$ cat src/rtl/coi_pkg.sv
`default_nettype none
package coi_pkg;

  typedef enum logic [1:0] {
    CMD_CLEAR  = 2'd0,
    CMD_INSERT = 2'd1,
    CMD_OFFSET = 2'd2,
    CMD_CONV   = 2'd3
  } cmd_t;

  typedef enum logic [4:0] {
    ST_IDLE,
    ST_ENDS_RD,
    ST_ENDS_WAIT,
    ST_INS_RD,
    ST_INS_WAIT,
    ST_INS_CHK,
    ST_INS_PUT,
    ST_OFS_START,
    ST_OFS_EDGE,
    ST_BS_RD,
    ST_BS_WAIT,
    ST_BS_STEP,
    ST_PAIR_RD,
    ST_PAIR_WAIT,
    ST_MUL,
    ST_DIV,
    ST_ROUND,
    ST_CONV_STEP,
    ST_DONE
  } state_t;

  // controller to datapath
  typedef struct packed {
    logic load_in;
    logic clear_cnt;
    logic ins_shift;
    logic ins_put;
    logic ends_rd;
    logic ends_cap;
    logic ofs_start;
    logic ofs_edge;
    logic bs_step;
    logic pair_rd;
    logic pair_cap;
    logic mul_step;
    logic div_step;
    logic round_step;
    logic conv_step;
    logic finish;
  } ctrl_t;

  // datapath to controller
  typedef struct packed {
    logic     full;
    logic     empty;
    logic     ins_stop;
    logic     edge_hit;
    logic     pair_hit;
    logic     bs_done;
    logic     mul_done;
    logic     div_done;
    logic     conv_done;
    cmd_t     cmd;
  } stat_t;

endpackage
`default_nettype wire

$ cat src/rtl/coi_ctrl.sv
`default_nettype none
module coi_ctrl (
  input  wire logic          clk,
  input  wire logic          rst,
  input  wire logic          s_tvalid,
  output logic               s_tready,
  output logic               m_tvalid,
  input  wire logic          m_tready,
  input  wire coi_pkg::stat_t st,
  output coi_pkg::ctrl_t     ctl
);
  coi_pkg::state_t state, state_next;
  logic out_full;

  always_ff @(posedge clk) begin
    if (rst) begin
      state    <= coi_pkg::ST_IDLE;
      out_full <= 1'b0;
    end else begin
      state <= state_next;
      if (ctl.finish) out_full <= 1'b1;
      else if (m_tready) out_full <= 1'b0;
    end
  end

  assign m_tvalid = out_full;
  // next item may enter while the result still waits
  assign s_tready = (state == coi_pkg::ST_IDLE);

  always_comb begin
    state_next = state;
    case (state)
      coi_pkg::ST_IDLE: if (s_tvalid) begin
        state_next = coi_pkg::ST_DONE;
        case (st.cmd)
          coi_pkg::CMD_CLEAR:  state_next = coi_pkg::ST_DONE;
          coi_pkg::CMD_INSERT: state_next = st.full ? coi_pkg::ST_ENDS_RD : coi_pkg::ST_INS_RD;
          default:             state_next = coi_pkg::ST_OFS_START;
        endcase
      end
      coi_pkg::ST_INS_RD:   state_next = coi_pkg::ST_INS_WAIT;
      coi_pkg::ST_INS_WAIT: state_next = coi_pkg::ST_INS_CHK;
      coi_pkg::ST_INS_CHK:  state_next = st.ins_stop ? coi_pkg::ST_INS_PUT : coi_pkg::ST_INS_RD;
      coi_pkg::ST_INS_PUT:  state_next = coi_pkg::ST_ENDS_RD;
      coi_pkg::ST_OFS_START:
        state_next = st.empty ? coi_pkg::ST_ENDS_RD : coi_pkg::ST_OFS_EDGE;
      coi_pkg::ST_OFS_EDGE:
        state_next = st.edge_hit ? coi_pkg::ST_CONV_STEP : coi_pkg::ST_BS_RD;
      coi_pkg::ST_BS_RD:    state_next = coi_pkg::ST_BS_WAIT;
      coi_pkg::ST_BS_WAIT:  state_next = coi_pkg::ST_BS_STEP;
      coi_pkg::ST_BS_STEP:  state_next = st.bs_done ? coi_pkg::ST_PAIR_RD : coi_pkg::ST_BS_RD;
      coi_pkg::ST_PAIR_RD:  state_next = coi_pkg::ST_PAIR_WAIT;
      coi_pkg::ST_PAIR_WAIT:
        state_next = st.pair_hit ? coi_pkg::ST_CONV_STEP : coi_pkg::ST_MUL;
      coi_pkg::ST_MUL:      state_next = st.mul_done ? coi_pkg::ST_DIV : coi_pkg::ST_MUL;
      coi_pkg::ST_DIV:      state_next = st.div_done ? coi_pkg::ST_ROUND : coi_pkg::ST_DIV;
      coi_pkg::ST_ROUND:    state_next = coi_pkg::ST_CONV_STEP;
      coi_pkg::ST_CONV_STEP:
        state_next = st.conv_done ? coi_pkg::ST_ENDS_RD : coi_pkg::ST_OFS_START;
      coi_pkg::ST_ENDS_RD:   state_next = st.empty ? coi_pkg::ST_DONE : coi_pkg::ST_ENDS_WAIT;
      coi_pkg::ST_ENDS_WAIT: state_next = coi_pkg::ST_DONE;
      coi_pkg::ST_DONE:     if (!out_full || m_tready) state_next = coi_pkg::ST_IDLE;
      default:              state_next = coi_pkg::ST_IDLE;
    endcase
  end

  always_comb begin
    ctl = '0;
    case (state)
      coi_pkg::ST_IDLE: begin
        ctl.load_in   = s_tvalid;
        ctl.clear_cnt = s_tvalid && (st.cmd == coi_pkg::CMD_CLEAR);
      end
      coi_pkg::ST_INS_CHK:   ctl.ins_shift = 1'b1;
      coi_pkg::ST_INS_PUT:   ctl.ins_put = 1'b1;
      coi_pkg::ST_OFS_START: ctl.ofs_start = 1'b1;
      coi_pkg::ST_OFS_EDGE:  ctl.ofs_edge = 1'b1;
      coi_pkg::ST_BS_STEP:   ctl.bs_step = 1'b1;
      coi_pkg::ST_PAIR_RD:   ctl.pair_rd = 1'b1;
      coi_pkg::ST_PAIR_WAIT: ctl.pair_cap = 1'b1;
      coi_pkg::ST_MUL:       ctl.mul_step = 1'b1;
      coi_pkg::ST_DIV:       ctl.div_step = 1'b1;
      coi_pkg::ST_ROUND:     ctl.round_step = 1'b1;
      coi_pkg::ST_CONV_STEP: ctl.conv_step = 1'b1;
      coi_pkg::ST_ENDS_RD:   ctl.ends_rd = 1'b1;
      coi_pkg::ST_ENDS_WAIT: ctl.ends_cap = 1'b1;
      coi_pkg::ST_DONE:      ctl.finish = !out_full || m_tready;
      default:               ctl = '0;
    endcase
  end

  a_ready_idle: assert property (@(posedge clk) disable iff (rst)
    s_tready |-> !ctl.finish) else $error("ready while finishing");
  a_fin_valid: assert property (@(posedge clk) disable iff (rst)
    ctl.finish |=> m_tvalid) else $error("result lost");
  a_one_ins: assert property (@(posedge clk) disable iff (rst)
    $onehot0({ctl.ins_put, ctl.ins_shift, ctl.div_step, ctl.mul_step}))
    else $error("datapath commands overlap");
endmodule
`default_nettype wire

$ cat config.mk
export PLATFORM = sky130hd
export DESIGN_NAME = coi_ctrl
export DESIGN_NICKNAME = d
export VERILOG_FILES = /design/src/rtl/coi_pkg.sv /design/src/rtl/coi_ctrl.sv
export SDC_FILE = /design/constraint.sdc
export NUM_CORES = 1
export LEC_CHECK = 0
export BUFFER_PORTS_ARGS = -buffer_cell sky130_fd_sc_hd__clkbuf_2
export CORE_MARGIN = 2
export CORE_UTILIZATION = 45
export CTS_CLUSTER_SIZE = 10
export DETAILED_ROUTE_END_ITERATION = 12
export GPL_TIMING_DRIVEN = 0
export PLACE_DENSITY = 0.85
export SYNTH_ARGS = -nofsm -noshare
export SYNTH_HDL_FRONTEND = slang
export SYNTH_SLANG_ARGS = --single-unit
$ cat constraint.sdc
create_clock -name clk -period 1.75 [get_ports clk]
set_clock_uncertainty 0.2 [all_clocks]
set_input_delay 0.35 -clock clk [delete_from_list [all_inputs] [get_ports clk]]
set_output_delay 0.35 -clock clk [all_outputs]
set_load 0.05 [all_outputs]
==> results.toml, run 1 <==
[floorplan]
start_util_pct = 47.0
fp.dieW_um = 43.4
fp.dieH_um = 43.4
core.rowCount = 14
ios = 33

[status]
haltStage = "5_1_grt"
stop_error = "[ERROR DPL-0033] detailed placement checks failed during check placement."
outcome = "aborted with a tool error"

[cts]
cts_inserted_buffers = 3
cts_hold_buffers = 0
cts_root_buf = "clkbuf_4"
clockBufferDepth = 2
cts-htree-levels = 1
cts_sinks = 6

[yosys]
yosys_register_bits = 6
syn-num-nets = 121
ys_seq_area_share_pct = 17.2
synth_flop_cell = "dfxtp_1"
yosysTopAreaCellShare_pct = 17.2
yosys-top-cells-area = "dfxtp_1, nor2_1, nor3_1"
netlist_top_cells_count = "nor2_1, nor3_1, nand2b_1"
postSynthCellCount = 106
synth.most_common_cell = "nor2_1"
syn_area_per_cell_um2 = 6.60
async_flop_share_pct = 0
synth_edf_count = 0
syn_area_um2 = 699
synth.largest_area_cell = "dfxtp_1"
yosysUniqueCellTypes = 36
yosysWarningCount = 0

[global_route]
antenna_found_initial = 0
grt_start_max_net_pins = 11

[placed_design]
port-buffer-count = 32
hpwlAfterDp_um = 1710
dpl_cell_area_um2 = 988
dp_slack_ns = -0.251
gp_congestion = 0.920

[timing]
worst-ep-kind = "top-level output"
grt-worst-endpoint = "ctl[14]"
## metrics by stage
step	util, %	setup TNS (ns)	cells
after floorplan	-	-2.23	106
after global placement	66.4	-2.13	154
after detailed placement	66.4	-2.25	154
after CTS	87.2	-3.53	164
## repair_timing
item / CTS
gates cloned: 0
setup endpoints to repair: 19
setup buffers: 8
resized for setup: 56
pin swaps: 8
endpoints found under the hold margin: 0
## cell families after synthesis
family | count (synthesis) | synth area share (%)
xor gates and xnor gates | 1 | 1.25
DFF | 6 | 17.2
and+or+nand+nor | 62 | 47.8
muxes | 2 | 3.04
buffers and inverters | 11 | 7.33
AOI/OAI and AO/OA | 24 | 23.4
==> inputs of run 2 (changes only) <==
- CORE_AREA: unset -> 2 2 63 65
- CORE_MARGIN: 2 -> unset
- CORE_UTILIZATION: 45 -> unset
- CTS_CLUSTER_SIZE: 10 -> unset
- DIE_AREA: unset -> 0 0 65 67
- PLACE_DENSITY: 0.85 -> unset
- PLACE_DENSITY_LB_ADDON: unset -> 0.15
==> run 2 against run 1 <==
Compared with the run above:
- the flow now finishes, with violations (setup timing)
- synthesized cell count did not move
- synthesized area did not move
==> results.toml, run 2 <==
[status]
outcome = "finished, violations left"
violations = "setup timing"

[yosys]
async_flop_share_pct = 0
yosysUniqueCellTypes = 36
synth_edf_count = 0
syn-num-nets = 121
yosysWarningCount = 0
yosys_register_bits = 6
netlist_top_cells_count = "nor2_1, nor3_1, nand2b_1"
synth_mux_area_share_pct = 3.04
synth.largest_area_cell = "dfxtp_1"
synth_simple_gate_area_share_pct = 47.8
ys_seq_area_share_pct = 17.2
syn_area_um2 = 699
synth_compound_area_share_pct = 23.4
postSynthCellCount = 106
synth_xor_area_share_pct = 1.25
synth-adder-area-share_pct = 0
synth_flop_cell = "dfxtp_1"
yosys-top-cells-area = "dfxtp_1, nor2_1, nor3_1"
syn_area_per_cell_um2 = 6.60
synth.most_common_cell = "nor2_1"
synth_top_family_by_area = "simple AND/OR/NAND/NOR gates"
yosysTopAreaCellShare_pct = 17.2

[placed_design]
port-buffer-count = 32
dp.cells = 186
hpwlAfterDp_um = 2000
gp_congestion = 0.818

[cts]
cts.clk_slew.worst_paths_ns = 0.04
cts_sinks = 6
clockBufferDepth = 2
cts-htree-levels = 1
clk_latency_ns = 0.22
cts_inserted_buffers = 3
tritoncts = "yes"
cts_hold_buffers = 0
cts_root_buf = "clkbuf_8"

[run]
drv_cap = 0

[hold_path]
holdCritPathClass = "in -> reg"
hp-start = "rst"
holdPathStages = 2
min_to = "state[3]$_SDFFE_PP0P_"

[finish]
post-route-util_pct = 44.4
layout_commonest_cell = "buf_4"
fillers = 353
nNetsFinal = 177
area_delta_synth_final_pct = 129
largest_register = "state"
mostFrequentLayoutCells = "buf_4, clkbuf_2, nor2_1"
drive_above_1_share_pct = 61.3
largest_reg_flops = 5
post_layout_nonfiller_instances = 208
diodes = 0

[timing]
clock.fmax_mhz = 491
fin_crit_sh_pct = 116
fin_ws_ns = -0.286
rsz0062_at_grt = "true"
tns_ns = -2.76
report.final.slew_viol_count = 0
setup_viol = 19
max-slew-margin-rel_pct = 79.1
period_needed_ns = 2.04
worst_pin_slew_ns = 0.310
finalHoldViolations = 0

[critical_path]
worstPathCellList = "buf_6 > or3_4 > nor2_4 > and3_4 > clkbuf_16"
startpoint_type = "flop"
path_buf_inv = 2
ff2ff_setup_slack_ns = -0.03
path_delay_family = "simple AND/OR/NAND/NOR gates"
worstRegToRegCells = 6
r2r_end = "state[4]$_SDFFE_PP0P_"
cpPeakStageDelay_ns = 0.36
path_class = "reg -> out"
worstPathArrival_ns = 1.49
rr_startpoint = "state[3]$_SDFFE_PP0P_"
crit_fanout = 4
critPathRequiredTime_ns = 1.20
path_depth = 5
slowest_stage = "or3_4"
cp-end-kind = "output port"

[floorplan]
ios = 33
fp.dieArea_mm2 = 0.00436
start_util_pct = 19.4
core_area_mm2 = 0.00361
fp.dieH_um = 67
core.rowCount = 22
fp.dieW_um = 65

[route]
vias = 1010
ant_nets = 0
vias_per_cell = 4.86
drt-total-wl_um = 2900
drt_iter0_drc = 33
wl_per_cell_um = 14.0
drc = 0
dr.pass1.iters = 4

[pwr]
cellLeakagePower_nw = 0.652
cellPowerDensity_mw_per_mm2 = 1550
max-vdd-ir-drop_mv = 0.424

[global_route]
grt_overflow_total = 0
grt_pass1_vias = 1002
grt_pass1_wl_um = 4590
grt_start_max_net_pins = 11
antenna_found_initial = 0
track_usage_pct = 13.5
[run 2: repair_timing]
item | 4_1_cts | 5_1_grt
endpoints found under the setup margin | 20 | 21
endpoints found under the hold margin | 0 | 0
gates resized for setup | 76 | 25
pin swaps | 13 | 18
gates cloned | 0 | 0
setup buffers | 14 | 8
[run 2: cell families (layout without fill, tap and decap cells)]
kind of cell,Yosys count,after routing
AO/OA/AOI/OAI,24,24
XOR/XNOR,1,1
buffers and inverters,11,65
flip-flops,6,6
multiplexers,2,2
AND/OR/NAND/NOR,62,62
[run 2: worst max path at each step]
| stage | startpoint | end | slack (ns) |
|---|---|---|---|
| final | state[4]$_SDFFE_PP0P_ | ctl[14] | -0.29 |
| after global routing | state[4]$_SDFFE_PP0P_ | ctl[14] | -0.33 |
| after CTS | state[4]$_SDFFE_PP0P_ | ctl[14] | -0.27 |
| after detailed placement | state[2]$_SDFFE_PP0P_ | ctl[3] | -0.25 |
| after global placement | state[1]$_SDFFE_PP0P_ | ctl[14] | -0.24 |
| after floorplan | state[4]$_SDFFE_PP0P_ | ctl[14] | -0.28 |
[run 2: power by group]
part | internal (W) | switching, W | leakage (nW)
Combinational | 0.00100 | 0.00104 | 0.579
Sequential | 0.000189 | 0.0000492 | 0.0520
Clock | 0.000147 | 0.0000539 | 0.0216
Total | 0.00134 | 0.00114 | 0.652
[run 2: metal layers]
metal  vias up  wire length (µm)  global-route usage, %
li1        494                 -                      -
met1       486              1210                   15.5
met2        30              1570                   26.8
met3         0               119                   1.86
met4         0                 0                   1.86
met5         -                 0                      0
[run 2: area by class of cell]
cell class / count / area [µm²] / share of cell area (%)
repair buffers: 52 / 527 / 32.9
multi-input cells: 89 / 743 / 46.4
inverters: 3 / 11.3 / 0.704
well taps: 48 / 60.1 / 3.75
plain buffers: 7 / 83.8 / 5.24
flip-flops and latches: 6 / 134 / 8.37
clock buffers: 3 / 41.3 / 2.58
[run 2: through the flow]
stage / total power [W] / hold slack (ns) / setup slack [ns] / cell area [µm²]
final: 0.00248 / 0.144 / -0.286 / 1600
after global routing: 0.00261 / 0.165 / -0.333 / 1600
after CTS: 0.00226 / 0.144 / -0.273 / 1480
after detailed placement: 0.00146 / 0.379 / -0.253 / 1030
after global placement: 0.00146 / 0.379 / -0.242 / 1030
after floorplan: 0.00121 / 0.222 / -0.275 / 808
Note: power is estimated with default switching activity, not from simulation.
==> inputs of run 3 (changes only) <==
- REMOVE_ABC_BUFFERS: unset -> 1
==> run 3 against run 2 <==
Compared with the run above:
- the flow still finishes with violations (setup timing)
- die area unchanged
- design area fell by 0.23%
- critical path depth is 1 lower
- sequential share of layout area rose by 0.33 points
- final cell count is 3.4% higher
- register-to-register slack lost 0.04 ns
- global-route usage grew 1.4 points
- routed wire length increased by 6.7%
- critical endpoint unchanged
- largest cell class unchanged
==> results.toml, run 3 (synthesis results as in run 2) <==
[timing]
fin_crit_sh_pct = 116
rsz0062_at_grt = "true"
report.final.slew_viol_count = 0
setup_viol = 22
clock.fmax_mhz = 494
fin_ws_ns = -0.275
period_needed_ns = 2.02
tns_ns = -3.72
max-slew-margin-rel_pct = 78.3
hold_slack_ns = 0.120
worst_pin_slew_ns = 0.324
finalHoldViolations = 0

[hold_path]
hp-start = "rst"
holdPathStages = 2
holdCritPathClass = "in -> reg"
min_to = "state[3]$_SDFFE_PP0P_"

[global_route]
grt_use_met3_pct = 3.21
use_met2_pct = 26.3
busiest_layer = "met2"
grt_pass1_wl_um = 5060
track_usage_pct = 14.9
grt_pass1_vias = 1074
antenna_found_initial = 0
grt_util_met1_pct = 16.9
grt_overflow_total = 0
grt_start_max_net_pins = 11

[critical_path]
worstPathArrival_ns = 1.47
crit_fanout = 4
ff2ff_setup_slack_ns = -0.07
path_buf_inv = 1
critPathRequiredTime_ns = 1.20
path_delay_family = "simple AND/OR/NAND/NOR gates"
rr_startpoint = "state[2]$_SDFFE_PP0P_"
worstRegToRegCells = 8
path_depth = 4
r2r_end = "state[2]$_SDFFE_PP0P_"
worstPathCellList = "or3_4 > nor2_4 > and3_4 > clkbuf_16"
startpoint_type = "flop"
cpPeakStageDelay_ns = 0.42
cp-end-kind = "output port"
path_class = "reg -> out"
slowest_stage = "or3_4"

[finish]
nNetsFinal = 184
area_delta_synth_final_pct = 128
post_layout_nonfiller_instances = 215
mostFrequentLayoutCells = "buf_4, clkbuf_2, nor2_1"
layout_commonest_cell = "buf_4"
largest_reg_flops = 5
post-route-util_pct = 44.3
largest_register = "state"
drive_above_1_share_pct = 61.1
diodes = 0

[floorplan]
core.rowCount = 22
start_util_pct = 19.4
fp.dieW_um = 65
fp.dieH_um = 67
core_area_mm2 = 0.00361
fp.dieArea_mm2 = 0.00436
ios = 33

[pwr]
switchingPower_w = 0.00115
combPwrFrac_pct = 80.7
clock_power_share_pct = 8.6
intPower_w = 0.00126
max-vdd-ir-drop_mv = 1.24
swShare_pct = 47.6
cellLeakagePower_nw = 0.660
cellPowerDensity_mw_per_mm2 = 1510
power_frac_seq_pct = 10.7

[route]
vias_per_cell = 4.99
wl_per_cell_um = 14.4
drt_iter0_drc = 33
drc = 0
dr.pass1.iters = 4
ant_nets = 0
vias = 1073
drt-total-wl_um = 3100

[cts]
cts_hold_buffers = 0
cts_sinks = 6
cts_root_buf = "clkbuf_8"
tritoncts = "yes"
cts-htree-levels = 1
cts_inserted_buffers = 3
cts.clk_slew.worst_paths_ns = 0.04
clk_latency_ns = 0.22
clockBufferDepth = 2

[status]
outcome = "finished, violations left"
violations = "setup timing"

[placed_design]
dp.cells = 178
gp_congestion = 0.828
port-buffer-count = 32
dp_slack_ns = -0.574
hpwlAfterDp_um = 1810

[run]
drv_cap = 0
-- run 3: cell count changes in the layout (fill, tap and decap cells not counted), moves of 2 or more --
cell,before,now
buf_4,16,25
buf_6,10,6
clkbuf_16,3,1
dfxtp_2,2,0
dfxtp_4,3,5
-- run 3: power groups by stage --
| stage | combinational [W] | clock [W] | sequential (W) |
|---|---|---|---|
| finish | 0.00195 | 0.000208 | 0.000258 |
| global route | 0.00205 | 0.000224 | 0.000264 |
| CTS | 0.00172 | 0.000216 | 0.000252 |
| detailed placement | 0.000893 | 0 | 0.000330 |
| global placement | 0.000889 | 0 | 0.000330 |
| floorplan | 0.000704 | 0 | 0.000286 |
-- run 3: per-layer routing --
metal | wire length (µm) | share of wire (%)
met1 | 1240 | 40
met2 | 1680 | 54
met3 | 111 | 3.6
met4 | 67 | 2.2
met5 | 0 | 0
-- run 3: through the flow --
| step | instance area, µm² | power, W |
|---|---|---|
| floorplan | 659 | 0.000990 |
| global placement | 880 | 0.00122 |
| detailed placement | 880 | 0.00122 |
| CTS | 1500 | 0.00219 |
| global route | 1600 | 0.00254 |
| finish | 1600 | 0.00241 |
-- run 3: repair_timing --
action	CTS	global route
pin swaps	13	12
cloned	0	0
resized for setup	80	28
endpoints found under the setup margin	23	22
setup buffers	30	7
-- run 3: worst max path at each step --
stage / startpoint / to / slack, ns
3_5_place_dp: state[4]$_SDFFE_PP0P_ / ctl[0] / -0.57
6_report: state[2]$_SDFFE_PP0P_ / ctl[14] / -0.27
2_1_floorplan: state[4]$_SDFFE_PP0P_ / ctl[0] / -1.02
4_1_cts: state[2]$_SDFFE_PP0P_ / ctl[14] / -0.30
3_3_place_gp: state[4]$_SDFFE_PP0P_ / ctl[0] / -0.58
5_1_grt: state[2]$_SDFFE_PP0P_ / ctl[4] / -0.32
-- run 3: cell type report --
class / instances / area, µm²
timing repair buffer: 66 / 639
multi-input combinational: 89 / 706
sequential: 6 / 139
fill: 357 / 2010
clock buffer: 3 / 41.3
inverter: 3 / 11.3
tap: 48 / 60.1
==> inputs of run 4 (changes only) <==
- CTS_CLUSTER_DIAMETER: unset -> 150
- RECOVER_POWER: unset -> 25
==> run 4 against run 3 <==
Compared with the run above:
- core utilization barely moved
- worst hold slack did not move
- sequential cell count is the same
- die area stayed put
- sequential share of layout area hardly changed
- setup slack unchanged
- via count unchanged
- critical path depth stayed put
- total power barely moved
- the flow still finishes with violations (setup timing)
- combinational power is essentially flat
==> results.toml, run 4 (synthesis results as in run 2) <==
[finish]
multiInputGateArea_um2 = 706
fillers = 358
area_delta_synth_final_pct = 128
largest_register = "state"
nNetsFinal = 184
regArea_um2 = 139
layout_commonest_cell = "buf_4"
mostFrequentLayoutCells = "buf_4, nor2_1, clkbuf_2"
diodes = 0
largest_reg_flops = 5
drive_above_1_share_pct = 60.5
post_layout_nonfiller_instances = 215

[timing]
rsz0062_at_grt = "true"
fin_crit_sh_pct = 116
worst_pin_slew_ns = 0.593
setup_viol = 22
clock.fmax_mhz = 494
fin_ws_ns = -0.275
finalHoldViolations = 0
report.final.slew_viol_count = 0
max-slew-margin-rel_pct = 60.7
period_needed_ns = 2.02

[cts]
clk_latency_ns = 0.22
cts.clk_slew.worst_paths_ns = 0.04
cts-htree-levels = 1
cts_sinks = 6
tritoncts = "yes"
cts_inserted_buffers = 3
cts_root_buf = "clkbuf_8"
clockBufferDepth = 2

[placed_design]
port-buffer-count = 32
dp_slack_ns = -0.574
dp.cells = 178
gp_congestion = 0.828
hpwlAfterDp_um = 1810

[pwr]
power_frac_seq_pct = 10.7
cellLeakagePower_nw = 0.656
cellPowerDensity_mw_per_mm2 = 1510
max-vdd-ir-drop_mv = 1.24
combPwrFrac_pct = 80.7
intPower_w = 0.00126
switchingPower_w = 0.00115
clock_power_share_pct = 8.6
swShare_pct = 47.6

[floorplan]
fp.dieH_um = 67
start_util_pct = 19.4
ios = 33
core_area_mm2 = 0.00361
core.rowCount = 22
fp.dieArea_mm2 = 0.00436
fp.dieW_um = 65

[critical_path]
critPathRequiredTime_ns = 1.20
cp-end-kind = "output port"
path_buf_inv = 1
slowest_stage = "or3_4"
worstPathArrival_ns = 1.47
path_delay_family = "simple AND/OR/NAND/NOR gates"
startpoint_type = "flop"
path_class = "reg -> out"
cpPeakStageDelay_ns = 0.42
worstPathCellList = "or3_4 > nor2_4 > and3_4 > clkbuf_16"
crit_fanout = 4
ff2ff_setup_slack_ns = -0.07

[route]
dr.pass1.iters = 4
wl_per_cell_um = 14.4
drt-total-wl_um = 3100
wl_met3_um = 111
vias = 1073
drt_iter0_drc = 33
maxUsedRoutingLayer = "met4"
ant_nets = 0
vias_per_cell = 4.99
drc = 0
dr_wl_met2_um = 1680
wl_met1_um = 1240

[global_route]
antenna_found_initial = 0
track_usage_pct = 14.9
grt_start_max_net_pins = 11
grt_overflow_total = 0
grt_pass1_vias = 1074
grt_pass1_wl_um = 5060

[status]
outcome = "finished, violations left"
violations = "setup timing"

[hold_path]
holdCritPathClass = "in -> reg"

[run]
drv_cap = 0
run 4: final cells by class:
cell class	count	share of cell area [%]
clock buffer	3	2.59
inverter	3	0.706
tap	48	3.76
multi-input combinational	89	44.2
timing repair buffer	66	40.0
sequential	6	8.71
run 4: path summary, 6_finish.rpt:
| path | start | endpoint | cells past startpoint |
|---|---|---|---|
| setup / recovery | state[2]$_SDFFE_PP0P_ | ctl[14] | 4 |
| hold / removal | rst | state[3]$_SDFFE_PP0P_ | 2 |
| setup reg to reg | state[2]$_SDFFE_PP0P_ | state[2]$_SDFFE_PP0P_ | 8 |
| hold reg to reg | m_tvalid$_SDFFE_PP0P_ | m_tvalid$_SDFFE_PP0P_ | 3 |
run 4: what timing repair did:
action / in CTS / in global routing
pin swaps: 13 / 12
setup buffers: 30 / 7
endpoints found under the setup margin: 23 / 22
hold buffers: 0 / 0
gates cloned: 0 / 0
gates resized for setup: 80 / 28
run 4: routing by layer:
layer  track usage [%]  up-vias
met5                 0        -
met4              7.71        0
met3              3.21        8
met2              26.3       27
met1              16.9      536
li1                  -      502
run 4: per-stage QoR:
stage	setup TNS [ns]	hold WS, ns	instance area (µm²)	util, %	power, W
global route	-4.75	0.135	1600	44.2	0.00253
global placement	-6.33	0.364	880	24.4	0.00122
finish	-3.72	0.120	1600	44.2	0.00241
floorplan	-9.29	0.222	659	-	0.000990
detailed placement	-6.37	0.367	880	24.4	0.00122
CTS	-3.68	0.121	1500	41.5	0.00219
run 4: power by group through the flow:
| stage | Combinational, W | Sequential (W) | Clock [W] |
|---|---|---|---|
| 3_5_place_dp | 0.000893 | 0.000330 | 0 |
| 4_1_cts | 0.00172 | 0.000252 | 0.000216 |
| 5_1_grt | 0.00205 | 0.000264 | 0.000224 |
| 6_report | 0.00195 | 0.000258 | 0.000208 |
| 2_1_floorplan | 0.000704 | 0.000286 | 0 |
| 3_3_place_gp | 0.000889 | 0.000330 | 0 |
run 4: worst reg2reg max path, delay by kind of cell, from the launching register on:
family,cells,cell delay (ns)
buf+inv,4,0.48
simple gates,2,0.44
flops,1,0.34
compound gates,2,0.26
